[config.mk]
export PLATFORM = sky130hd
export DESIGN_NAME = binary_to_decimal_ascii_unit
export DESIGN_NICKNAME = d
export VERILOG_FILES = /design/src/hw/rtl/b2da_pkg.sv /design/src/hw/rtl/binary_to_decimal_ascii_unit.sv /design/src/hw/rtl/b2da_ctrl.sv /design/src/hw/rtl/b2da_dp.sv
export SDC_FILE = /design/constraint.sdc
export NUM_CORES = 1
export LEC_CHECK = 0
export BUFFER_PORTS_ARGS = -buffer_cell sky130_fd_sc_hd__buf_2
export CORE_MARGIN = 5
export CORE_UTILIZATION = 40
export DETAILED_ROUTE_END_ITERATION = 12
export HOLD_SLACK_MARGIN = 0.1
export PLACE_DENSITY = 0.61
export SYNTH_ARGS = -nofsm -noshare
export SYNTH_HDL_FRONTEND = slang
export SYNTH_SLANG_ARGS = --single-unit
[constraint.sdc]
create_clock -name i_clk -period 5.7 [get_ports i_clk]
set_clock_uncertainty 0.2 [all_clocks]
set_input_delay 1.14 -clock i_clk [delete_from_list [all_inputs] [get_ports i_clk]]
set_output_delay 1.14 -clock i_clk [all_outputs]
set_load 0.1 [all_outputs]
[src/hw/rtl/b2da_pkg.sv]
package b2da_pkg;

    localparam int unsigned DIGIT_W = 4;
    localparam int unsigned CHAR_W  = 6;
    localparam int unsigned COUNT_W = 4;

    localparam logic [CHAR_W-1:0]  ASCII_ZERO = 6'd48;
    localparam logic [DIGIT_W-1:0] DABBLE_MIN = 4'd5;
    localparam logic [DIGIT_W-1:0] DABBLE_ADD = 4'd3;

    typedef enum logic [1:0] {
        ST_IDLE,
        ST_CONVERT,
        ST_TRIM,
        ST_EMIT
    } t_state;

    typedef struct packed {
        logic load;
        logic dabble;
        logic trim;
        logic emit;
    } t_dp_cmd;

    typedef struct packed {
        logic bit_last;
        logic top_zero;
        logic ndig_one;
        logic left_one;
    } t_dp_sts;

endpackage

[src/hw/rtl/binary_to_decimal_ascii_unit.sv]
// The double-dabble shifts walk all VALUE_BITS input bits, then leading zero digits are dropped
// (at least one digit stays) and the trim state settles; the digits then come out most significant
// first, ND = max digits (10 at 32 bits). The single shared shift-and-add-3 unit walks one bit a
// cycle, and a new value is accepted only in idle, once the last digit is out; reset is
// synchronous active-low and returns the controller to idle. Digits come out as one-cycle
// strobes; no stall possible.
module binary_to_decimal_ascii_unit #(
    parameter int unsigned VALUE_BITS = 32
) (
    input  logic                         i_clk,
    input  logic                         i_rst_n,
    input  logic                         i_start,
    input  logic [VALUE_BITS-1:0]        i_value,
    output logic                         o_busy,
    output logic                         o_digit_valid,
    output logic [b2da_pkg::CHAR_W-1:0]  o_digit_char,
    output logic [b2da_pkg::COUNT_W-1:0] o_digit_count,
    output logic                         o_last_digit
);

    b2da_pkg::t_dp_cmd cmd;
    b2da_pkg::t_dp_sts sts;

    b2da_ctrl u_ctrl (
        .i_clk   (i_clk),
        .i_rst_n (i_rst_n),
        .i_start (i_start),
        .i_sts   (sts),
        .o_cmd   (cmd),
        .o_busy  (o_busy)
    );

    b2da_dp #(
        .VALUE_BITS (VALUE_BITS)
    ) u_dp (
        .i_clk         (i_clk),
        .i_rst_n       (i_rst_n),
        .i_value       (i_value),
        .i_cmd         (cmd),
        .o_sts         (sts),
        .o_digit_char  (o_digit_char),
        .o_digit_count (o_digit_count),
        .o_last_digit  (o_last_digit)
    );

    assign o_digit_valid = cmd.emit;

endmodule

[src/hw/rtl/b2da_ctrl.sv]
module b2da_ctrl (
    input  logic              i_clk,
    input  logic              i_rst_n,
    input  logic              i_start,
    input  b2da_pkg::t_dp_sts i_sts,
    output b2da_pkg::t_dp_cmd o_cmd,
    output logic              o_busy
);

    b2da_pkg::t_state r_state;
    b2da_pkg::t_state n_state;

    always_ff @(posedge i_clk) begin
        if (!i_rst_n) begin
            r_state <= b2da_pkg::ST_IDLE;
        end else begin
            r_state <= n_state;
        end
    end

    always_comb begin
        n_state = r_state;
        case (r_state)
            b2da_pkg::ST_IDLE: begin
                if (i_start) begin
                    n_state = b2da_pkg::ST_CONVERT;
                end
            end
            b2da_pkg::ST_CONVERT: begin
                if (i_sts.bit_last) begin
                    n_state = b2da_pkg::ST_TRIM;
                end
            end
            b2da_pkg::ST_TRIM: begin
                if (!i_sts.top_zero || i_sts.ndig_one) begin
                    n_state = b2da_pkg::ST_EMIT;
                end
            end
            b2da_pkg::ST_EMIT: begin
                if (i_sts.left_one) begin
                    n_state = b2da_pkg::ST_IDLE;
                end
            end
            default: begin
                n_state = b2da_pkg::ST_IDLE;
            end
        endcase
    end

    always_comb begin
        o_cmd  = '0;
        o_busy = 1'b1;
        case (r_state)
            b2da_pkg::ST_IDLE: begin
                o_busy     = 1'b0;
                o_cmd.load = i_start;
            end
            b2da_pkg::ST_CONVERT: begin
                o_cmd.dabble = 1'b1;
            end
            b2da_pkg::ST_TRIM: begin
                o_cmd.trim = i_sts.top_zero && !i_sts.ndig_one;
            end
            b2da_pkg::ST_EMIT: begin
                o_cmd.emit = 1'b1;
            end
            default: begin
                o_busy = 1'b1;
            end
        endcase
    end

endmodule

[src/hw/rtl/b2da_dp.sv]
module b2da_dp #(
    parameter int unsigned VALUE_BITS = 32
) (
    input  logic                           i_clk,
    input  logic                           i_rst_n,
    input  logic [VALUE_BITS-1:0]          i_value,
    input  b2da_pkg::t_dp_cmd              i_cmd,
    output b2da_pkg::t_dp_sts              o_sts,
    output logic [b2da_pkg::CHAR_W-1:0]    o_digit_char,
    output logic [b2da_pkg::COUNT_W-1:0]   o_digit_count,
    output logic                           o_last_digit
);

    localparam int unsigned ND        = (VALUE_BITS * 30103) / 100000 + 1;
    localparam int unsigned BCD_W     = ND * b2da_pkg::DIGIT_W;
    localparam int unsigned BIT_CNT_W = $clog2(VALUE_BITS + 1);
    localparam int unsigned DIG_CNT_W = $clog2(ND + 1);
    localparam int unsigned DW        = b2da_pkg::DIGIT_W;

    logic [VALUE_BITS-1:0] r_bin;
    logic [BCD_W-1:0]      r_bcd;
    logic [BIT_CNT_W-1:0]  r_bit_cnt;
    logic [DIG_CNT_W-1:0]  r_ndig;
    logic [DIG_CNT_W-1:0]  r_left;
    logic [BCD_W-1:0]      adj_bcd;
    logic [DW-1:0]         top_digit;

    always_comb begin
        for (int i = 0; i < ND; i++) begin
            if (r_bcd[i*DW +: DW] >= b2da_pkg::DABBLE_MIN) begin
                adj_bcd[i*DW +: DW] = r_bcd[i*DW +: DW] + b2da_pkg::DABBLE_ADD;
            end else begin
                adj_bcd[i*DW +: DW] = r_bcd[i*DW +: DW];
            end
        end
    end

    assign top_digit = r_bcd[BCD_W-1 -: DW];

    always_ff @(posedge i_clk) begin
        if (i_cmd.load) begin
            r_bin     <= i_value;
            r_bcd     <= '0;
            r_bit_cnt <= BIT_CNT_W'(VALUE_BITS);
            r_ndig    <= DIG_CNT_W'(ND);
            r_left    <= DIG_CNT_W'(ND);
        end else if (i_cmd.dabble) begin
            r_bcd     <= {adj_bcd[BCD_W-2:0], r_bin[VALUE_BITS-1]};
            r_bin     <= r_bin << 1;
            r_bit_cnt <= r_bit_cnt - BIT_CNT_W'(1);
        end else if (i_cmd.trim) begin
            r_bcd  <= r_bcd << DW;
            r_ndig <= r_ndig - DIG_CNT_W'(1);
            r_left <= r_left - DIG_CNT_W'(1);
        end else if (i_cmd.emit) begin
            r_bcd  <= r_bcd << DW;
            r_left <= r_left - DIG_CNT_W'(1);
        end
    end

    assign o_sts.bit_last = (r_bit_cnt == BIT_CNT_W'(1));
    assign o_sts.top_zero = (top_digit == '0);
    assign o_sts.ndig_one = (r_ndig == DIG_CNT_W'(1));
    assign o_sts.left_one = (r_left == DIG_CNT_W'(1));

    assign o_digit_char  = b2da_pkg::ASCII_ZERO + b2da_pkg::CHAR_W'(top_digit);
    assign o_digit_count = b2da_pkg::COUNT_W'(r_ndig);
    assign o_last_digit  = (r_left == DIG_CNT_W'(1));

    a_emit_digit_range: assert property (@(posedge i_clk) disable iff (!i_rst_n)
        i_cmd.emit |-> (top_digit <= 4'd9))
        else $error("emitted digit out of decimal range");

    a_emit_left_nonzero: assert property (@(posedge i_clk) disable iff (!i_rst_n)
        i_cmd.emit |-> (r_left != '0))
        else $error("emit with no digits left");

    a_trim_only_zero: assert property (@(posedge i_clk) disable iff (!i_rst_n)
        i_cmd.trim |-> (o_sts.top_zero && !o_sts.ndig_one))
        else $error("trim dropped a significant digit");

    a_last_ends_run: assert property (@(posedge i_clk) disable iff (!i_rst_n)
        (i_cmd.emit && o_last_digit) |=> !i_cmd.emit)
        else $error("emit continued past last digit");

    a_load_counter: assert property (@(posedge i_clk) disable iff (!i_rst_n)
        i_cmd.load |=> (r_bit_cnt == BIT_CNT_W'(VALUE_BITS)))
        else $error("bit counter not loaded");

endmodule
## Yosys cells after proc, flatten, opt, wreduce, memory -nomap -nowiden

Cells that the tools add are included.
W data, S select, Z words.

- Flip-flop bits (word level): 88
- Bits in latches: 0
- Memory bits (writable): 0
- ROM bits: 0
- Bits of input ports: 35
- Output and inout port bits: 13
- Word-level logic and storage cells: 80
- Memories: 0

- Add/sub/neg operators: 14
- Multipliers: 0
- Divide/modulo/power cells: 0
- Magnitude comparators: 10
- Eq/ne operators: 10
- Shift-type cells: 0
- Mux-type cells: 27
- Bitwise logic cells: 1
- Reductions and logical operators: 12

Operators by type and width:

| kind | number |
|---|---|
| $mux W40 | 3 |
| $mux W32 | 2 |
| $mux W4 | 11 |
| $ge A4 B3 Y1 const B | 10 |
| $add A4 B2 Y4 const B | 9 |
| $eq A4 B1 Y1 const B | 2 |
| $mux W2 | 4 |
| $pmux W2 S4 | 1 |
| $sub A4 B1 Y4 const B | 2 |
| $add A5 B5 Y6 const A | 1 |
| $eq A6 B1 Y1 const B | 1 |
| $ne A2 B2 Y1 const B | 3 |
| $sub A6 B1 Y6 const B | 1 |
| $mux W1 | 5 |
| $eq A2 B2 Y1 const B | 2 |
| $logic_not A4 Y1 | 1 |
| $reduce_and A2 Y1 | 2 |
| $reduce_and A4 Y1 | 1 |
| $reduce_bool A2 Y1 | 2 |
| $add A3 B2 Y3 const B | 1 |
| $mux W3 | 1 |
| $reduce_bool A3 Y1 | 1 |
| $eq A2 B1 Y1 const B | 1 |
| $logic_not A1 Y1 | 2 |
| 5 further kinds | 5 |

## Depth between registers and ports, before layout

- Depth in word-level cells: 6
- Depth in mapped cells: 8
- Depth with buffers taken out: 6

## By module

From an unflattened synthesis, not the netlist that was laid out.

- Cell total of the unflattened synthesis: 489
- Area, all modules: 5017.3 sq um

By module, submodules not included:

| module | instances | cells each | area each (sq um) | sequential area each (sq um) |
|---|---|---|---|---|
| b2da_dp | 1 | 467 | 4793.3 | 2042.0 |
| b2da_ctrl | 1 | 22 | 224.0 | 40.0 |

## Worst setup path after synthesis

OpenSTA, ideal clock, no wires.

- Kind: register -> output
- Start: register u_dp.r_left[0]
- End: output o_last_digit
- Arrival time: 2.754 ns
- Data required time: 4.360 ns
- Setup slack: 1.606 ns
- Stages on the path, launching flop included: 3
- Buffers on the path: 0
- Path through: dfxtp_1 ha_1 nor3b_1

- Longest elaborated chain between the ends: 1

Ends and longest elaborated chain:

| item | RTL line | RTL |
|---|---|---|
| from (decl) | b2da_dp.sv:24 | `logic [DIG_CNT_W-1:0] r_left;` |
| from (signal assigned) | b2da_dp.sv:46 | `r_left <= DIG_CNT_W'(ND);` |
| from (signal assigned) | b2da_dp.sv:54 | `r_left <= r_left - DIG_CNT_W'(1);` |
| from (signal assigned) | b2da_dp.sv:57 | `r_left <= r_left - DIG_CNT_W'(1);` |
| $eq A4 B1 Y1 | b2da_dp.sv:68 | `assign o_last_digit = (r_left == DIG_CNT_W'(1));` |
| to (decl) | binary_to_decimal_ascii_unit.sv:18 | `output logic o_last_digit` |

Every way passes these cells.

## Worst setup path in the final report

- Start: register u_ctrl.r_state[0]
- End: output o_busy

- Longest elaborated chain between the ends: 2

Ends and longest elaborated chain:

| item | RTL line | RTL |
|---|---|---|
| from (decl) | b2da_ctrl.sv:10 | `b2da_pkg::t_state r_state;` |
| from (signal assigned) | b2da_ctrl.sv:15 | `r_state <= b2da_pkg::ST_IDLE;` |
| from (signal assigned) | b2da_ctrl.sv:17 | `r_state <= n_state;` |
| $logic_not A2 Y1 | b2da_ctrl.sv:53 | `case (r_state)` |
| $mux W1 | b2da_ctrl.sv:53 |  |
| to (decl) | binary_to_decimal_ascii_unit.sv:14 | `output logic o_busy,` |

Every way passes these cells.

==> metrics.yaml <==
pwr_density_cell_nw_per_um2: 590.0
cp.required_ps: 4360
synth_edf_count: 32
setup_viol: 0
drc: 0
grt_max_degree: 74
drive_above_1_share_pct: 16.69
layout_min_cycle_time_ps: 3097
initial_core_util_pct: 41.16
antenna_found_initial: 0
rows: 40
cts_tree: "done"
critical_path_class: "reg2out"
yosysTopAreaCellShare_pct: 22.49
async_flop_share_pct: 0
tightest_slew_ps: 792.8
power_frac_clock_pct: 16.6
ctsHtreeMaxLevel: 3
gp_congestion: 0.7781
clockRootBuffer: "clkbuf_16"
yosysSeqAreaShare_pct: 41.77
die-area_um2: 14800
critPathLaunchType: "flip-flop"
clk_latency_ps: 350
fin_util_pct: 46.16
drt_iter0_markers: 259
clk_path_buf_depth: 2
cp_max_fo: 6
synth_cell_types: 42
p_switching_w: 0.001389
final_cells: 761
cap_violations: 0
grt_overflow_total: 0
area_growth_pct: 12.15
status: "complete, no violations"
core_area_um2: 12110
ys.flop_type: "dfxtp_1"
clock-sinks: 88
slew_headroom_pct: 46.74
die_w_um: 121.6
ir_drop_v: 0.0001983
synth-seq-cells: 88
ys_warn_count: 0
synth.largest_area_cell: "dfxtp_1"
ys_top_cells_by_area: "dfxtp_1 22%, edfxtp_1 19%, nand2_1 9.6%, ha_1 8.0%, mux2_2 6.6%"
routed_wl_mm: 10.12
rsz0062_at_grt: "no"
holdWs_ps: 298.7
dp_cells: 745
vias_per_cell: 5.047
fin_ws_ps: 2603
io_pins: 48
setup_tns_ps: 0
synthCells: 558
cts.repair.resized: 0
fmax_mhz: 322.9
cp-end-kind: "primary output"
hold_viol: 0
synth.cell_area_um2: 4985
p_int_w: 0.001909
synth.avg_cell_area_um2: 8.933
grt_pass1_vias: 3740
hold_buffers: 0
die_h_um: 121.6
nets: 655
fin_crit_sh_pct: 54.33
dr_total_vias: 3841
switching_share_pct: 42.12
numPortBuffers: 45
cts_inserted_buffers: 9
postRouteAntennaNets: 0
seqPwrFrac_pct: 35.2
min_path_type: "reg2reg"
place_ws_ps: 2687
drv_slew: 0
drt_first_pass_iters: 4
dp_hpwl_mm: 6.919
comb_power_share_pct: 48.3
gr-usage-all-layers_pct: 14.23
cts_setup_buffers: 0
grt_pass1_wl_mm: 17.28
clk_pin_slew_ps: 60
antennaDiodeCount: 0
wl_per_cell_um: 13.30
cp_data_arrival_time_ps: 1760
power.leakage_nw: 2.270
[registers in the layout, summed over array words and instances (netlist names)]
| name | flops |
|---|---|
| u_ctrl.r_state | 2 |
| u_dp.o_digit_count | 4 |
| u_dp.r_bcd | 40 |
| u_dp.r_bin | 32 |
| u_dp.r_bit_cnt | 6 |
| u_dp.r_left | 4 |
[synth_stat cells, types with 2 or more instances]
cell	number
a211oi_1	25
a21oi_1	32
a31oi_1	3
and3_1	3
buf_1	4
buf_2	3
buf_4	9
clkbuf_1	16
dfxtp_1	56
edfxtp_1	32
ha_1	32
inv_1	33
mux2_2	29
mux2i_1	16
nand2_1	127
nand2b_1	12
nand3_1	3
nor2_1	38
nor3_1	5
nor3b_1	17
nor4b_1	2
o211a_1	3
o21a_1	2
o21ai_0	19
o22ai_1	5
xnor2_1	15
xor2_1	2
[routing by layer]
layer  track usage, %  vias to the layer above  part of all wire [%]
met1            17.37                     1807                    46
met3            3.018                       13                   4.4
met4            5.952                        0                   1.8
li1                 -                     1963                     -
met2            24.32                       58                    48
met5                0                        -                     0
[power by group through the flow]
stage	clock network, W	logic [W]	registers, W
finish	0.000547	0.00159	0.00116
global route	0.000586	0.00179	0.00119
CTS	0.000562	0.00162	0.00116
detailed placement	0	0.00161	0.00117
floorplan	0	0.00128	0.00118
global placement	0	0.00156	0.00116
[per-stage QoR]
step | total power (W) | instance area (um^2)
floorplan | 0.002461 | 4989
global placement | 0.002723 | 5321
detailed placement | 0.002782 | 5321
CTS | 0.003343 | 5590
global route | 0.003575 | 5590
finish | 0.003298 | 5590
[critical path, cell delays in order (launching register included)]
cell	delay (ps)
dfxtp_1	430
inv_1	120
ha_1	270
inv_1	140
buf_2	450
[path summary, 6_finish.rpt]
path	slack, ps	to	start	cells past startpoint
worst max-delay path	2600	o_busy	u_ctrl.r_state[0]	4
worst min-delay path	300	u_dp.r_bit_cnt[1]	u_dp.r_bit_cnt[1]	2
worst min register to register	300	u_dp.r_bit_cnt[1]	u_dp.r_bit_cnt[1]	2
worst max register to register	2730	u_dp.r_bin[6]	u_ctrl.r_state[1]	6
[cells in the final DEF, fill, tap and decap left out, types with 2 or more instances in the layout]
cell type and n:
clkbuf_1 3, inv_1 33, ha_1 31, a211oi_1 25, buf_4 5, nand2_1 127
nand3_1 3, mux2i_1 16, dfxtp_1 56, o211a_1 3, a31oi_1 3, nand2b_1 12
a21oi_1 32, o21a_1 2, edfxtp_1 32, nor4b_1 2, clkbuf_16 9, nor2_1 37
conb_1 2, nor3_1 5, nor3b_1 17, o22ai_1 5, xnor2_1 15, o21ai_0 19
mux2_2 29, and3_1 3, xor2_1 2, clkinv_2 2, buf_2 45
[cells by family (layout without fill, tap and decap cells)]
logic type      Yosys count  after routing  share of synthesized area [%]
other cells               1              2                        0.07523
mux                      45             45                          9.764
buf+inv                  65             99                          5.647
simple gates            214            214                          19.65
fa+ha+maj                32             32                          8.032
compound gates           96             96                          12.07
flops                    88             88                          41.77
xor+xnor                 17             17                          2.987
[layout make-up]
class	count	area, um^2
fill	1176	6521
multi-input combinational	406	2643
sequential	88	2082
tap	168	210.2
clock inverter	3	18.77
clock buffer	13	250.2
inverter	33	123.9
timing repair buffer	50	262.8
No activity file was read; power rests on OpenSTA's default activity.
